### src/rtl/fhv_pkg.sv
// Shared types, constants and codes for the frame header validator.
`default_nettype none

package fhv_pkg;

    // Header layout and sizing.
    localparam int HEADER_BYTES   = 16;
    localparam int HDR_IDX_BITS   = $clog2(HEADER_BYTES);
    localparam int COUNT_BITS_DEF = 32;
    localparam int QUEUE_DEPTH    = 2;

    // Configuration register indexes and port widths.
    localparam int CFG_INDEX_BITS = 3;
    localparam int CFG_DATA_BITS  = 32;
    localparam logic [CFG_INDEX_BITS-1:0] CFG_EXPECTED_MAGIC   = 3'd0;
    localparam logic [CFG_INDEX_BITS-1:0] CFG_EXPECTED_VERSION = 3'd1;
    localparam logic [CFG_INDEX_BITS-1:0] CFG_MAX_ENVELOPE_LEN = 3'd2;
    localparam logic [CFG_INDEX_BITS-1:0] CFG_MAX_PAYLOAD_LEN  = 3'd3;
    localparam logic [CFG_INDEX_BITS-1:0] CFG_PAYLOAD_FLAG_BIT = 3'd4;

    // Configuration reset values.
    localparam logic [16:0] MAX_ENVELOPE_RST = 17'd65536;
    localparam logic [31:0] MAX_PAYLOAD_RST  = 32'd65536;

    // Verdict codes.
    typedef enum logic [2:0] {
        ST_OK        = 3'd0,
        ST_MALFORMED = 3'd1,
        ST_VERSION   = 3'd2,
        ST_TOO_LARGE = 3'd3,
        ST_ORPHAN    = 3'd4
    } t_status;

    // Input item.
    typedef struct packed {
        logic [7:0] data_byte;
        logic       last_byte;
    } t_in;

    // Result item.
    typedef struct packed {
        logic [2:0]  status;
        logic        fatal;
        logic [15:0] flags_word;
        logic [31:0] envelope_len;
        logic [31:0] payload_len;
    } t_out;

    // Captured header fields of one frame.
    typedef struct packed {
        logic [31:0] magic;
        logic [15:0] version;
        logic [15:0] flags;
        logic [31:0] length;
        logic [31:0] reserved;
    } t_hdr;

    // Configuration register set.
    typedef struct packed {
        logic [31:0] expected_magic;
        logic [15:0] expected_version;
        logic [16:0] max_envelope_len;
        logic [31:0] max_payload_len;
        logic [3:0]  payload_flag_bit;
    } t_cfg;

endpackage

`default_nettype wire

### src/rtl/fhv_front.sv
// Front end: takes frame bytes, captures the header and counts the frame size.
`default_nettype none

module fhv_front #(
    parameter int COUNT_BITS = fhv_pkg::COUNT_BITS_DEF
) (
    input  wire logic                  i_clk,
    input  wire logic                  i_rst_n,
    input  wire logic                  i_valid,
    input  wire fhv_pkg::t_in          i_in,
    output logic                       o_stall,
    input  wire logic                  i_q_full,
    output logic                       o_push,
    output logic [COUNT_BITS-1:0]      o_push_size,
    output fhv_pkg::t_hdr              o_push_hdr
);

    logic [COUNT_BITS-1:0] r_count;
    logic [COUNT_BITS-1:0] n_count;
    logic [7:0]            r_hdr [fhv_pkg::HEADER_BYTES];
    logic [7:0]            n_hdr [fhv_pkg::HEADER_BYTES];
    logic                  accept;
    logic                  in_hdr;

    // The byte stream stalls only while the queue has no room for a frame record.
    assign o_stall = i_q_full;
    assign accept  = i_valid && !i_q_full;
    assign in_hdr  = (r_count < COUNT_BITS'(fhv_pkg::HEADER_BYTES));

    // Saturating byte counter.
    assign n_count = (r_count != '1) ? r_count + 1'b1 : r_count;

    // Header bytes with the current byte merged in.
    always_comb begin
        for (int k = 0; k < fhv_pkg::HEADER_BYTES; k++) begin
            n_hdr[k] = r_hdr[k];
        end
        if (accept && in_hdr) begin
            n_hdr[r_count[fhv_pkg::HDR_IDX_BITS-1:0]] = i_in.data_byte;
        end
    end

    // Frame record handed to the queue on the last byte.
    assign o_push      = accept && i_in.last_byte;
    assign o_push_size = n_count;
    always_comb begin
        o_push_hdr.magic    = {n_hdr[3], n_hdr[2], n_hdr[1], n_hdr[0]};
        o_push_hdr.version  = {n_hdr[5], n_hdr[4]};
        o_push_hdr.flags    = {n_hdr[7], n_hdr[6]};
        o_push_hdr.length   = {n_hdr[11], n_hdr[10], n_hdr[9], n_hdr[8]};
        o_push_hdr.reserved = {n_hdr[15], n_hdr[14], n_hdr[13], n_hdr[12]};
    end

    // Frame state; it clears after the last byte so the next byte opens a frame.
    always_ff @(posedge i_clk) begin
        if (!i_rst_n) begin
            r_count <= '0;
            for (int k = 0; k < fhv_pkg::HEADER_BYTES; k++) begin
                r_hdr[k] <= '0;
            end
        end else if (accept) begin
            if (i_in.last_byte) begin
                r_count <= '0;
                for (int k = 0; k < fhv_pkg::HEADER_BYTES; k++) begin
                    r_hdr[k] <= '0;
                end
            end else begin
                r_count <= n_count;
                for (int k = 0; k < fhv_pkg::HEADER_BYTES; k++) begin
                    r_hdr[k] <= n_hdr[k];
                end
            end
        end
    end

endmodule

`default_nettype wire

### src/rtl/fhv_queue.sv
// Short queue of finished frame records between the front and back ends.
`default_nettype none

module fhv_queue #(
    parameter int COUNT_BITS = fhv_pkg::COUNT_BITS_DEF
) (
    input  wire logic                  i_clk,
    input  wire logic                  i_rst_n,
    input  wire logic                  i_push,
    input  wire logic [COUNT_BITS-1:0] i_push_size,
    input  wire fhv_pkg::t_hdr         i_push_hdr,
    output logic                       o_full,
    output logic                       o_valid,
    input  wire logic                  i_pop,
    output logic [COUNT_BITS-1:0]      o_size,
    output fhv_pkg::t_hdr              o_hdr
);

    localparam int PTR_BITS = (fhv_pkg::QUEUE_DEPTH > 1) ? $clog2(fhv_pkg::QUEUE_DEPTH) : 1;
    localparam int CNT_BITS = $clog2(fhv_pkg::QUEUE_DEPTH + 1);
    localparam logic [CNT_BITS-1:0] DEPTH_C = CNT_BITS'(fhv_pkg::QUEUE_DEPTH);
    localparam logic [PTR_BITS-1:0] LAST_C  = PTR_BITS'(fhv_pkg::QUEUE_DEPTH - 1);

    logic [COUNT_BITS-1:0] r_size_mem [fhv_pkg::QUEUE_DEPTH];
    fhv_pkg::t_hdr         r_hdr_mem  [fhv_pkg::QUEUE_DEPTH];
    logic [PTR_BITS-1:0]   r_wr_ptr;
    logic [PTR_BITS-1:0]   r_rd_ptr;
    logic [CNT_BITS-1:0]   r_fill;
    logic                  do_push;
    logic                  do_pop;

    assign o_full  = (r_fill == DEPTH_C);
    assign o_valid = (r_fill != '0);
    assign do_push = i_push && !o_full;
    assign do_pop  = i_pop && o_valid;
    assign o_size  = r_size_mem[r_rd_ptr];
    assign o_hdr   = r_hdr_mem[r_rd_ptr];

    // Storage write.
    always_ff @(posedge i_clk) begin
        if (do_push) begin
            r_size_mem[r_wr_ptr] <= i_push_size;
            r_hdr_mem[r_wr_ptr]  <= i_push_hdr;
        end
    end

    // Pointers and fill level.
    always_ff @(posedge i_clk) begin
        if (!i_rst_n) begin
            r_wr_ptr <= '0;
            r_rd_ptr <= '0;
            r_fill   <= '0;
        end else begin
            if (do_push) begin
                r_wr_ptr <= (r_wr_ptr == LAST_C) ? '0 : r_wr_ptr + 1'b1;
            end
            if (do_pop) begin
                r_rd_ptr <= (r_rd_ptr == LAST_C) ? '0 : r_rd_ptr + 1'b1;
            end
            if (do_push && !do_pop) begin
                r_fill <= r_fill + 1'b1;
            end else if (do_pop && !do_push) begin
                r_fill <= r_fill - 1'b1;
            end
        end
    end

endmodule

`default_nettype wire

### src/rtl/fhv_back.sv
// Back end: two-stage check pipeline that turns a frame record into a verdict.
`default_nettype none

module fhv_back #(
    parameter int COUNT_BITS = fhv_pkg::COUNT_BITS_DEF
) (
    input  wire logic                  i_clk,
    input  wire logic                  i_rst_n,
    input  wire fhv_pkg::t_cfg         i_cfg,
    input  wire logic                  i_q_valid,
    input  wire logic [COUNT_BITS-1:0] i_q_size,
    input  wire fhv_pkg::t_hdr         i_q_hdr,
    output logic                       o_q_pop,
    output logic                       o_valid,
    input  wire logic                  i_stall,
    output fhv_pkg::t_out              o_out
);

    // Wide enough for the frame size and for header plus envelope length.
    localparam int SW = (COUNT_BITS > 33) ? COUNT_BITS : 33;
    localparam logic [SW-1:0] PAY_SAT = SW'({32{1'b1}});

    // Check results carried from the first stage to the second.
    typedef struct packed {
        logic short_frame;
        logic magic_ne;
        logic version_ne;
        logic env_big;
        logic env_short;
        logic flag;
        logic reserved_nz;
    } t_checks;

    logic          r_s1_valid;
    t_checks       r_s1_chk;
    logic [SW-1:0] r_s1_payload;
    logic [15:0]   r_s1_flags;
    logic [31:0]   r_s1_length;
    logic          r_out_valid;
    fhv_pkg::t_out r_out;

    logic [SW-1:0] size_x;
    logic [SW-1:0] env_end;
    logic [SW:0]   diff;
    logic          ge;
    t_checks       chk;
    logic          s1_load;
    logic          s2_load;
    logic          pay_nz;
    logic          pay_big;
    fhv_pkg::t_status status;

    // Stage handshake: each stage moves when the one after it has room.
    assign s2_load = r_s1_valid && (!r_out_valid || !i_stall);
    assign s1_load = i_q_valid && (!r_s1_valid || s2_load);
    assign o_q_pop = s1_load;

    // First stage: size arithmetic and the independent field checks.
    assign size_x  = SW'(i_q_size);
    assign env_end = SW'(fhv_pkg::HEADER_BYTES) + SW'(i_q_hdr.length);
    assign diff    = {1'b0, size_x} - {1'b0, env_end};
    assign ge      = !diff[SW];

    always_comb begin
        chk.short_frame = (size_x < SW'(fhv_pkg::HEADER_BYTES));
        chk.magic_ne    = (i_q_hdr.magic != i_cfg.expected_magic);
        chk.version_ne  = (i_q_hdr.version != i_cfg.expected_version);
        chk.env_big     = (i_q_hdr.length > 32'(i_cfg.max_envelope_len));
        chk.env_short   = !ge;
        chk.flag        = i_q_hdr.flags[i_cfg.payload_flag_bit];
        chk.reserved_nz = (i_q_hdr.reserved != '0);
    end

    always_ff @(posedge i_clk) begin
        if (s1_load) begin
            r_s1_chk     <= chk;
            r_s1_payload <= ge ? diff[SW-1:0] : '0;
            r_s1_flags   <= i_q_hdr.flags;
            r_s1_length  <= i_q_hdr.length;
        end
    end

    // Second stage: payload limit and the priority order of the checks.
    assign pay_nz  = (r_s1_payload != '0);
    assign pay_big = (r_s1_payload > SW'(i_cfg.max_payload_len));

    always_comb begin
        if (r_s1_chk.short_frame) begin
            status = fhv_pkg::ST_MALFORMED;
        end else if (r_s1_chk.magic_ne) begin
            status = fhv_pkg::ST_MALFORMED;
        end else if (r_s1_chk.version_ne) begin
            status = fhv_pkg::ST_VERSION;
        end else if (r_s1_chk.env_big) begin
            status = fhv_pkg::ST_TOO_LARGE;
        end else if (r_s1_chk.env_short) begin
            status = fhv_pkg::ST_MALFORMED;
        end else if (r_s1_chk.flag && !pay_nz) begin
            status = fhv_pkg::ST_ORPHAN;
        end else if (!r_s1_chk.flag && pay_nz) begin
            status = fhv_pkg::ST_ORPHAN;
        end else if (r_s1_chk.reserved_nz) begin
            status = fhv_pkg::ST_MALFORMED;
        end else if (pay_big) begin
            status = fhv_pkg::ST_TOO_LARGE;
        end else begin
            status = fhv_pkg::ST_OK;
        end
    end

    // Output register holds the verdict until it is taken.
    always_ff @(posedge i_clk) begin
        if (s2_load) begin
            r_out.status       <= status;
            r_out.fatal        <= (status == fhv_pkg::ST_VERSION);
            r_out.flags_word   <= r_s1_flags;
            r_out.envelope_len <= r_s1_length;
            r_out.payload_len  <= (r_s1_payload > PAY_SAT) ? '1 : r_s1_payload[31:0];
        end
    end

    // Stage valid flags.
    always_ff @(posedge i_clk) begin
        if (!i_rst_n) begin
            r_s1_valid  <= 1'b0;
            r_out_valid <= 1'b0;
        end else begin
            if (s1_load) begin
                r_s1_valid <= 1'b1;
            end else if (s2_load) begin
                r_s1_valid <= 1'b0;
            end
            if (s2_load) begin
                r_out_valid <= 1'b1;
            end else if (!i_stall) begin
                r_out_valid <= 1'b0;
            end
        end
    end

    assign o_valid = r_out_valid;
    assign o_out   = r_out;

endmodule

`default_nettype wire

### src/rtl/frame_header_validator_unit.sv
// Each frame record passes the frame queue, first check stage and output register in turn.
// Throughput: one byte per cycle; the front only stalls when the two-entry frame queue is full,
// which happens when verdicts are held back by the output stall.
// Reset (synchronous, active low) clears the byte counter, captured header, queue, pipeline
// valid flags and the configuration registers (limits return to 65536, the rest to zero).
`default_nettype none

module frame_header_validator_unit #(
    parameter int COUNT_BITS = fhv_pkg::COUNT_BITS_DEF
) (
    input  wire logic                                  i_clk,
    input  wire logic                                  i_rst_n,
    input  wire logic                                  i_valid,
    input  wire fhv_pkg::t_in                          i_in,
    output logic                                       o_stall,
    output logic                                       o_valid,
    input  wire logic                                  i_stall,
    output fhv_pkg::t_out                              o_out,
    input  wire logic                                  i_cfg_valid,
    output logic                                       o_cfg_ready,
    input  wire logic [fhv_pkg::CFG_INDEX_BITS-1:0]    i_cfg_index,
    input  wire logic [fhv_pkg::CFG_DATA_BITS-1:0]     i_cfg_data
);

    fhv_pkg::t_cfg         r_cfg;
    logic                  push;
    logic [COUNT_BITS-1:0] push_size;
    fhv_pkg::t_hdr         push_hdr;
    logic                  q_full;
    logic                  q_valid;
    logic                  q_pop;
    logic [COUNT_BITS-1:0] q_size;
    fhv_pkg::t_hdr         q_hdr;

    // Configuration writes are taken in any cycle; unknown indexes are dropped.
    assign o_cfg_ready = 1'b1;

    always_ff @(posedge i_clk) begin
        if (!i_rst_n) begin
            r_cfg.expected_magic   <= '0;
            r_cfg.expected_version <= '0;
            r_cfg.max_envelope_len <= fhv_pkg::MAX_ENVELOPE_RST;
            r_cfg.max_payload_len  <= fhv_pkg::MAX_PAYLOAD_RST;
            r_cfg.payload_flag_bit <= '0;
        end else if (i_cfg_valid && o_cfg_ready) begin
            case (i_cfg_index)
                fhv_pkg::CFG_EXPECTED_MAGIC: begin
                    r_cfg.expected_magic <= i_cfg_data;
                end
                fhv_pkg::CFG_EXPECTED_VERSION: begin
                    r_cfg.expected_version <= i_cfg_data[15:0];
                end
                fhv_pkg::CFG_MAX_ENVELOPE_LEN: begin
                    r_cfg.max_envelope_len <= i_cfg_data[16:0];
                end
                fhv_pkg::CFG_MAX_PAYLOAD_LEN: begin
                    r_cfg.max_payload_len <= i_cfg_data;
                end
                fhv_pkg::CFG_PAYLOAD_FLAG_BIT: begin
                    r_cfg.payload_flag_bit <= i_cfg_data[3:0];
                end
                default: begin
                end
            endcase
        end
    end

    // Byte capture and counting.
    fhv_front #(
        .COUNT_BITS (COUNT_BITS)
    ) u_front (
        .i_clk       (i_clk),
        .i_rst_n     (i_rst_n),
        .i_valid     (i_valid),
        .i_in        (i_in),
        .o_stall     (o_stall),
        .i_q_full    (q_full),
        .o_push      (push),
        .o_push_size (push_size),
        .o_push_hdr  (push_hdr)
    );

    // Frame record queue.
    fhv_queue #(
        .COUNT_BITS (COUNT_BITS)
    ) u_queue (
        .i_clk       (i_clk),
        .i_rst_n     (i_rst_n),
        .i_push      (push),
        .i_push_size (push_size),
        .i_push_hdr  (push_hdr),
        .o_full      (q_full),
        .o_valid     (q_valid),
        .i_pop       (q_pop),
        .o_size      (q_size),
        .o_hdr       (q_hdr)
    );

    // Verdict pipeline.
    fhv_back #(
        .COUNT_BITS (COUNT_BITS)
    ) u_back (
        .i_clk     (i_clk),
        .i_rst_n   (i_rst_n),
        .i_cfg     (r_cfg),
        .i_q_valid (q_valid),
        .i_q_size  (q_size),
        .i_q_hdr   (q_hdr),
        .o_q_pop   (q_pop),
        .o_valid   (o_valid),
        .i_stall   (i_stall),
        .o_out     (o_out)
    );

    // The fatal mark goes with a version mismatch and nothing else.
    a_fatal_matches_status: assert property (@(posedge i_clk) disable iff (!i_rst_n)
        o_valid |-> (o_out.fatal == (o_out.status == fhv_pkg::ST_VERSION)))
        else $error("fatal mark disagrees with verdict status");

    // Only defined verdict codes leave the block.
    a_status_range: assert property (@(posedge i_clk) disable iff (!i_rst_n)
        o_valid |-> (o_out.status == fhv_pkg::ST_OK || o_out.status == fhv_pkg::ST_MALFORMED
                     || o_out.status == fhv_pkg::ST_VERSION
                     || o_out.status == fhv_pkg::ST_TOO_LARGE
                     || o_out.status == fhv_pkg::ST_ORPHAN))
        else $error("verdict status out of range");

    // No verdict is offered right after reset.
    a_reset_empty: assert property (@(posedge i_clk)
        !i_rst_n |=> !o_valid)
        else $error("verdict valid after reset");

endmodule

`default_nettype wire

### config.mk
export PLATFORM = sky130hd
export DESIGN_NAME = frame_header_validator_unit
export DESIGN_NICKNAME = d
export VERILOG_FILES = /design/src/rtl/fhv_pkg.sv /design/src/rtl/fhv_front.sv /design/src/rtl/fhv_queue.sv /design/src/rtl/fhv_back.sv /design/src/rtl/frame_header_validator_unit.sv
export SDC_FILE = /design/constraint.sdc
export NUM_CORES = 1
export LEC_CHECK = 0
export BUFFER_PORTS_ARGS = -buffer_cell sky130_fd_sc_hd__buf_2
export CAP_MARGIN = 30
export CORE_UTILIZATION = 60
export DETAILED_ROUTE_END_ITERATION = 8
export PLACE_DENSITY = 0.78
export SLEW_MARGIN = 25
export SYNTH_ARGS = -nofsm -noshare
export SYNTH_HDL_FRONTEND = slang
export SYNTH_SLANG_ARGS = --single-unit
### constraint.sdc
create_clock -name i_clk -period 9.4 [get_ports i_clk]
set_input_delay 0.94 -clock i_clk [delete_from_list [all_inputs] [get_ports i_clk]]
set_output_delay 0.94 -clock i_clk [all_outputs]
set_load 0.01 [all_outputs]
## Yosys cells after proc, flatten, opt, wreduce, memory -nomap -nowiden

Memories as Yosys holds them, arrays and structs flattened. A register that Yosys moved wholly into a read port is not among the register bits.
Index checks and enable logic that the tools add are counted.

- RAM bits: 448
- Memories kept: 3
- Input bits: 49
- Bits in latches: 0
- Output and inout bits: 87
- Logic and storage cells: 192
- Register bits: 311
- Memory bits (read-only): 0

- $add $sub $neg: 7
- Bitwise operators: 33
- Equality and inequality tests: 10
- Magnitude comparators: 8
- Shift-type cells: 0
- Multipliers: 0
- Div/mod/pow operators: 0
- Mux-type cells: 72
- Reduce and logical (&&, ||, !) cells: 33

Memories:

| memory | depth | bits a word | read ports | clocked after memory_dff | write ports | line | RTL |
|---|---|---|---|---|---|---|---|
| u_queue.r_hdr_mem | 2 | 128 | 1 | 1 | 1 | fhv_queue.sv:25 | `fhv_pkg::t_hdr r_hdr_mem [fhv_pkg::QUEUE_DEPTH];` |
| u_front.r_hdr | 16 | 8 | 16 | 0 | 16 | fhv_front.sv:20 | `logic [7:0] r_hdr [fhv_pkg::HEADER_BYTES];` |
| u_queue.r_size_mem | 2 | 32 | 1 | 1 | 1 | fhv_queue.sv:24 | `logic [COUNT_BITS-1:0] r_size_mem [fhv_pkg::QUEUE_DEPTH];` |

Operators with widths:

| cell | count |
|---|---|
| $mux 8 | 33 |
| $bwmux 128 | 1 |
| $mux 128 | 1 |
| $lt 32x5->1 const B | 2 |
| $mux 32 | 2 |
| $sub 32x33->34 | 1 |
| $add 5x32->33 const A | 1 |
| $gt 33x32->1 | 1 |
| $gt 33x32->1 const B | 1 |
| $reduce_bool 33->1 | 1 |
| $add 32x1->32 const B | 1 |
| $demux 8 s4 | 1 |
| $gt 32x17->1 | 1 |
| $ne 32x32->1 | 1 |
| $ne 32x32->1 const B | 1 |
| $or 1x1->1 | 32 |
| $reduce_bool 32->1 | 1 |
| $mux 3 | 8 |
| $mux 1 | 22 |
| $ne 16x16->1 | 1 |
| $logic_and 1x1->1 | 12 |
| $reduce_and 2->1 | 5 |
| $eq 3x2->1 const B | 3 |
| $logic_not 1->1 | 8 |
| 16 further kinds | 22 |

## Longest topological paths before layout

Gate-level depths: netlist (run 1).

- Depth in word-level cells: 11
- Depth in mapped cells: 20
- Mapped depth without buffers: 14

## Modules after synthesis

Synthesis (run 1) repeated with hierarchy kept, for this count alone.

- Cells, all modules: 2619
- Area, all modules: 36047.1 sq um

By module, submodules not included:

| module | instances | area an instance (sq um) | cells an instance | seq. area each (sq um) |
|---|---|---|---|---|
| fhv_queue | 1 | 12187.9 | 523 | 9709.3 |
| fhv_back | 1 | 10257.3 | 907 | 5205.0 |
| fhv_front | 1 | 9825.7 | 820 | 4404.2 |
| frame_header_validator_unit | 1 | 3776.1 | 369 | 2021.9 |

## Worst setup path before layout (run 1)

OpenSTA, ideal clock, no wires.

- Path kind: input port to flip-flop
- From: in i_valid
- To: mem u_queue.r_hdr_mem[0][0] in the netlist's numbering (enable)
- Buffers on the path: 1
- Data required time: 8.717 ns
- Data arrival time: 8.044 ns
- Stages: 4
- Path slack: 0.673 ns
- Path through: and2_1 > clkbuf_1 > nand2_1 > nor2_1

- Word-level cells in the longest chain between the ends: 5

RTL lines:

| element | line | RTL |
|---|---|---|
| start, declared | frame_header_validator_unit.sv:13 | `input wire logic i_valid,` |
| $logic_and 1x1->1 | fhv_front.sv:27 | `assign accept = i_valid && !i_q_full;` |
| $logic_and 1x1->1 | fhv_front.sv:44 | `assign o_push = accept && i_in.last_byte;` |
| $logic_and 1x1->1 | fhv_queue.sv:34 | `assign do_push = i_push && !o_full;` |
| $mux 1 | fhv_queue.sv:41 | `if (do_push) begin` |
| $mux 1 (not written as such) | fhv_queue.sv:43 | `r_hdr_mem[r_wr_ptr] <= i_push_hdr;` |
| end, declared | fhv_queue.sv:25 |  |

No other way between the ends.

==> metrics.yaml, run 1 <==
outcome: "finished clean"
die_area_um2: 56800
skew_ns: 0.0299
synth.cell_area_um2: 33500
hpwl_um: 51700
numPortBuffers: 134
syn_avg_cell_area_um2: 13.3
r2r_cells: 13
fillers: 3883
multi_input_area_um2: 11300
synth_ff_type: "edfxtp_1"
fmax_ghz: 0.192
synth_cells: 2517
grt_pass1_vias: 20000
setup_viol: 0
clock_latency_ns: 0.64
cts-root-buf: "clkbuf_16"
grt_overflow: 0
register_area_um2: 21300
tns_ns: 0
drv_slew: 0
r2r-end: "u_back.r_s1_payload[4]$_SDFFCE_PP0P_"
synthArstFlopShare: 0
synth-seq-cells: 760
p_per_area_nw_per_um2: 272
routedWlPerCell_um: 23.1
viasPerCell: 5.97
area_growth_pct: 11.7
numCtsBuffers: 77
final_core_util: 0.678
place_worst_setup_slack_ns: 4.17
vias: 20600
grt_use_total: 0.283
antenna_found_initial: 2
p_leak_nw: 13.5
nNetsFinal: 2813
htreeDepth: 3
grt_max_degree: 126
min_from: "u_back.r_s1_flags[8]$_DFFE_PP_"
cts.sinks: 760
coreArea_um2: 55200
place.gp.congestion: 0.942
r2r_slack_ns: 4.19
min_path_cells: 0
hold_class: "register to register"
arrival_ns: 5.54
synthDistinctLibCells: 73
worstPathMaxFanout: 58
drt_wl_total_um: 80000
num_rows: 86
synth-seq-area-share: 0.636
synth_area_leaders: "edfxtp_1 55%, dfxtp_1 8.8%, mux2_2 5.6%"
setup_ws_ns: 4.19
max_stage_delay_ns: 0.85
die_height_um: 238
grt_setup_unrepaired: "false"
die_x_um: 238
cp_top_family: "buffers and inverters"
pin_count: 136
cp.required_ns: 9.73
syn_nets: 2686
num_antenna_cells: 0
cts.clk_slew.worst_paths_ns: 0.06
initial_core_util: 0.608
holdPathEnd: "u_back.o_out[72]$_DFFE_PP_"
finalHoldViolCount: 0
peakVddDrop_uv: 206
criticalPathCategory: "register to register"
period_minus_slack_ns: 5.21
first_pass_iters: 5
final_layout_size_suffix_gt1_frac: 0.192
max_slew_margin: 0.353
drc: 0
tightestPinTransition_ns: 0.971
crit_slowest_cell: "buf_4"
timing.final.crit_share: 0.554
crit_chain: "buf_4 > mux2i_1 > ha_1 > inv_1 > ha_1 > a211oi_1 > a221oi_1 > o21ai_0 > a21oi_1 > nor2_1 > a21oi_1 > inv_1 > nor3_1"
yosys_warnings: 0
netlist.area_leader.share: 0.548
ctsResizeCount: 0
final_antenna_net_count: 0
cp-end-kind: "register"
cts_hold_buf: 0
cts_tree: "built"
start_kind: "register"
drt-initial-drc-count: 1922
post_cts_buffers: 0
grt_pass1_wl_um: 120000
clockBufferDepth: 3
synth-edff-count: 612
path_buf_inv: 3
yosysTopAreaCell: "edfxtp_1"
cap_violations: 0
layout make-up:
cell class                 instances  area share
sequential                       760       0.570
tap                              748      0.0250
clock buffer                     101      0.0552
timing repair buffer             153      0.0224
clock inverter                    42      0.0121
multi-input combinational       1521       0.302
inverter                         131      0.0132
synthesized netlist by cell type, types with 16 or more instances:
cell type and number:
or2_2 36, and2_1 18, a21o_1 23, nand3_1 25
a21boi_0 108, clkbuf_1 74, o21ai_0 42, mux2_1 16
nand2_1 247, ha_1 119, edfxtp_1 612, nor2b_1 148
a21oi_1 44, nor4_1 37, dfxtp_1 148, mux2_2 168
mux2i_1 86, nor2_1 76, xor2_1 56, nand4_1 39
inv_1 131, buf_2 25, xnor2_1 48
cell usage in the layout (no fill, tap or decap), drive strengths merged, types with 8 or more instances in the layout:
master and count:
o21a 9, or2 37, nor2 77, nand4 41, edfxtp 612, nand3 29, nor4 38, clkinv 25
a21oi 44, nor2b 148, a21boi 111, dfxtp 148, nor3 15, a32o 8, or3 12, mux2 184
clkbuf 101, and2 20, o21ai 43, inv 136, mux2i 86, xnor2 48, buf 153, a22oi 15
xor2 56, and3 14, a21o 23, nand2 263, a211oi 15, ha 119
registers in the layout, indices dropped and copies added (netlist names), 2 cells and up, named ones only:
signal	flops
r_cfg	101
u_back.o_out	84
u_back.r_s1_chk	7
u_back.r_s1_flags	16
u_back.r_s1_length	32
u_back.r_s1_payload	33
u_front.r_count	32
u_front.r_hdr	128
u_queue.r_fill	2
u_queue.r_hdr_mem	256
u_queue.r_size_mem	64
worst max-delay path by stage:
stage                     slack [ns]  depth (start not counted)                                    end  startpoint
after detailed placement        4.17                         13   u_back.r_s1_payload[3]$_SDFFCE_PP0P_    register
after floorplan                 0.67                          4      u_queue.r_hdr_mem[0][0]$_DFFE_PP_     i_valid
after CTS                       4.17                         13  u_back.r_s1_payload[10]$_SDFFCE_PP0P_    register
after global placement          4.32                         13   u_back.r_s1_payload[4]$_SDFFCE_PP0P_    register
after global routing            3.71                         13   u_back.r_s1_payload[8]$_SDFFCE_PP0P_    register
final                           4.19                         13   u_back.r_s1_payload[4]$_SDFFCE_PP0P_    register
metrics by stage:
stage               area (um^2)  total power, W  std cells  hold slack (ns)
floorplan                 33500         0.00636       2517            0.400
global placement          34900         0.00707       3312            0.405
detailed placement        34900         0.00715       3312            0.405
CTS                       37400          0.0102       3455            0.417
global route              37400          0.0106       3456            0.420
finish                    37400          0.0102       3456            0.418
per-layer routing:
metal / part of all wire / GRT usage / vias to the layer above
met4: 0.034 / 0.108 / 0
met1: 0.43 / 0.403 / 10200
met3: 0.069 / 0.0385 / 168
met5: 0 / 0 / -
met2: 0.46 / 0.445 / 859
li1: - / - / 9374
logic make-up after synthesis:
logic type,count (synthesis),share of synthesized area
fa+ha+maj,120,0.0450
compound gates,300,0.0616
flops,760,0.636
simple gates,724,0.113
mux,272,0.0888
xor+xnor,104,0.0272
buf+inv,236,0.0279
other cells,1,0.000112
report_power, final:
part / switching, W / total [W] / internal, W
Combinational: 0.00153 / 0.00251 / 0.000977
Clock: 0.00132 / 0.00306 / 0.00174
Sequential: 0.000283 / 0.00462 / 0.00434
Total: 0.00313 / 0.0102 / 0.00706
(Power assumes the default switching activity.)
==> run 2, diff against run 1 <==
- CORE_UTILIZATION: 60 -> 56
- PLACE_DENSITY: 0.78 -> 0.76
- clock period: 9.4 -> 4.3 ns (I/O delays scaled with it)
==> run 2 against run 1 <==
The run now ends with design-rule violations left. Sequential power is 120% higher. Critical path depth is 1 higher. Design area is 0.98% higher. Final cell count is 1.2% higher. Flip-flop and latch count stayed put. Via count is 0.47% lower. Largest power group unchanged.
==> metrics.yaml, run 2 (same netlist as run 1, synthesis figures left out) <==
outcome: "complete, but fails checks"
failed_checks: "design-rule violations"
area_growth_pct: 12.7
hold_ws_ns: 0.0664
numPortBuffers: 134
worstPathMaxFanout: 25
ctsResizeCount: 0
first_pass_iters: 7
drv_slew: 0
grt_pass1_vias: 20000
die_area_um2: 60900
reg_top3: "u_queue.r_hdr_mem x256, u_front.r_hdr x128, r_cfg x101"
grt_pass1_wl_um: 120000
criticalPathCategory: "register to register"
vias: 20500
p_sw_frac: 0.300
grt_use_total: 0.265
numCtsBuffers: 77
min_from: "i_cfg_data[22]"
cts.clk_slew.worst_paths_ns: 0.06
antenna_found_initial: 3
cts-root-buf: "clkbuf_16"
drc: 48
p_per_area_nw_per_um2: 597
cp-end-kind: "register"
period_minus_slack_ns: 3.94
pwr-share-clk: 0.308
fmax_ghz: 0.254
cts_hold_buf: 0
final_core_util: 0.639
viasPerCell: 5.87
p_leak_nw: 13.7
htreeDepth: 3
p_seq_frac: 0.446
cap_violations: 0
num_rows: 89
final_antenna_net_count: 0
tns_ns: 0
grt_overflow: 0
setup_viol: 0
clock_latency_ns: 0.63
drt_wl_total_um: 79900
skew_ns: 0.0255
arrival_ns: 4.31
power_frac_comb: 0.246
final_cells: 3497
place.gp.congestion: 0.975
timing.final.crit_share: 0.915
pin_count: 136
final_layout_size_suffix_gt1_frac: 0.197
cts_tree: "built"
p_int_w: 0.0158
nNetsFinal: 2828
routedWlPerCell_um: 22.9
fillers: 4258
path_buf_inv: 3
max_stage_delay_ns: 0.54
regMostFlops: "u_queue.r_hdr_mem"
hpwl_um: 52700
finalHoldViolCount: 0
die_height_um: 247
grt_max_degree: 118
largest_reg_flops: 256
cp.required_ns: 4.68
coreArea_um2: 59100
post_cts_buffers: 0
start_kind: "register"
crit_chain: "buf_12 > buf_4 > mux2i_1 > ha_1 > inv_1 > ha_1 > o21ai_0 > o21ai_0 > nand4_1 > a211oi_1 > o21bai_1 > a31o_2 > a21oi_1 > nor3b_1"
clockBufferDepth: 3
initial_core_util: 0.567
layout_common_cells: "612 x edfxtp_1, 245 x nand2_1, 168 x mux2_2"
cp_top_family: "compound AO/OA/AOI/OAI gates"
power.net_switching_w: 0.00678
die_x_um: 247
place_inst: 3351
hold_class: "input pin to register"
peakVddDrop_uv: 360
drt-initial-drc-count: 1740
grt_setup_unrepaired: "false"
max_slew_margin: 0.380
crit_slowest_cell: "dfxtp_4"
tightestPinTransition_ns: 0.930
cts.sinks: 760
final_common_cell: "edfxtp_1"
==> run 2: cell count changes in the layout (fill, tap and decap cells not counted), moves of 2 or more <==
cell,delta
buf_12,+10
buf_4,+6
clkinv_1,+6
clkinvlp_4,-3
nor2_1,+2
clkbuf_8,-2
clkinv_2,+5
clkbuf_1,-7
bufinv_16,+4
inv_6,-2
nor2_2,-2
clkinv_4,-3
clkbuf_16,+3
==> run 2: power groups by stage <==
| stage | registers (W) | clock network, W | logic, W |
|---|---|---|---|
| finish | 0.0101 | 0.00696 | 0.00555 |
| global route | 0.0101 | 0.00733 | 0.00612 |
| CTS | 0.0101 | 0.00705 | 0.00550 |
| floorplan | 0.0100 | 0 | 0.00384 |
| detailed placement | 0.0102 | 0 | 0.00545 |
| global placement | 0.0102 | 0 | 0.00531 |
==> run 2: metrics by stage <==
stage	setup WS, ns	area (um^2)	total power (W)
6_report	0.364	37800	0.0226
5_1_grt	0.0587	37800	0.0236
4_1_cts	0.340	37800	0.0226
3_5_place_dp	0.389	35100	0.0157
3_3_place_gp	0.419	35100	0.0155
2_1_floorplan	0.0698	33600	0.0138
==> run 2: metal layers <==
layer  vias up  GRT usage  routed length [um]
met5         -          0                   0
met4         0     0.0931                2410
met3       149     0.0362                5720
met2       792      0.417               37200
met1     10200      0.379               34600
li1       9408          -                   -
==> run 2: area by class of cell <==
cell class / instances / area [um^2] / share of cell area
Multi-Input combinational cell: 1521 / 11300 / 0.299
Antenna cell: 1 / 2.50 / 0.0000662
Clock inverter: 48 / 552 / 0.0146
Inverter: 131 / 493 / 0.0130
Clock buffer: 95 / 2090 / 0.0553
Timing Repair Buffer: 168 / 1060 / 0.0281
Sequential cell: 760 / 21300 / 0.564
Tap cell: 773 / 967 / 0.0256
==> run 2: final timing paths <==
kind / end / slack (ns) / depth (start not counted)
hold reg to reg: u_back.o_out[73]$_DFFE_PP_ / 0.42 / 0
setup / recovery: u_back.r_s1_payload[20]$_SDFFCE_PP0P_ / 0.36 / 14
setup reg to reg: u_back.r_s1_payload[20]$_SDFFCE_PP0P_ / 0.36 / 14
hold / removal: r_cfg[26]$_SDFFE_PN0P_ / 0.07 / 3
==> run 2: worst register-to-register path: stages, from the launching register on <==
cell,delay [ns]
dfxtp_4,0.54
buf_12,0.25
buf_4,0.18
mux2i_1,0.47
ha_1,0.33
inv_1,0.06
ha_1,0.18
o21ai_0,0.12
o21ai_0,0.34
nand4_1,0.21
a211oi_1,0.40
o21bai_1,0.11
a31o_2,0.27
a21oi_1,0.15
nor3b_1,0.06
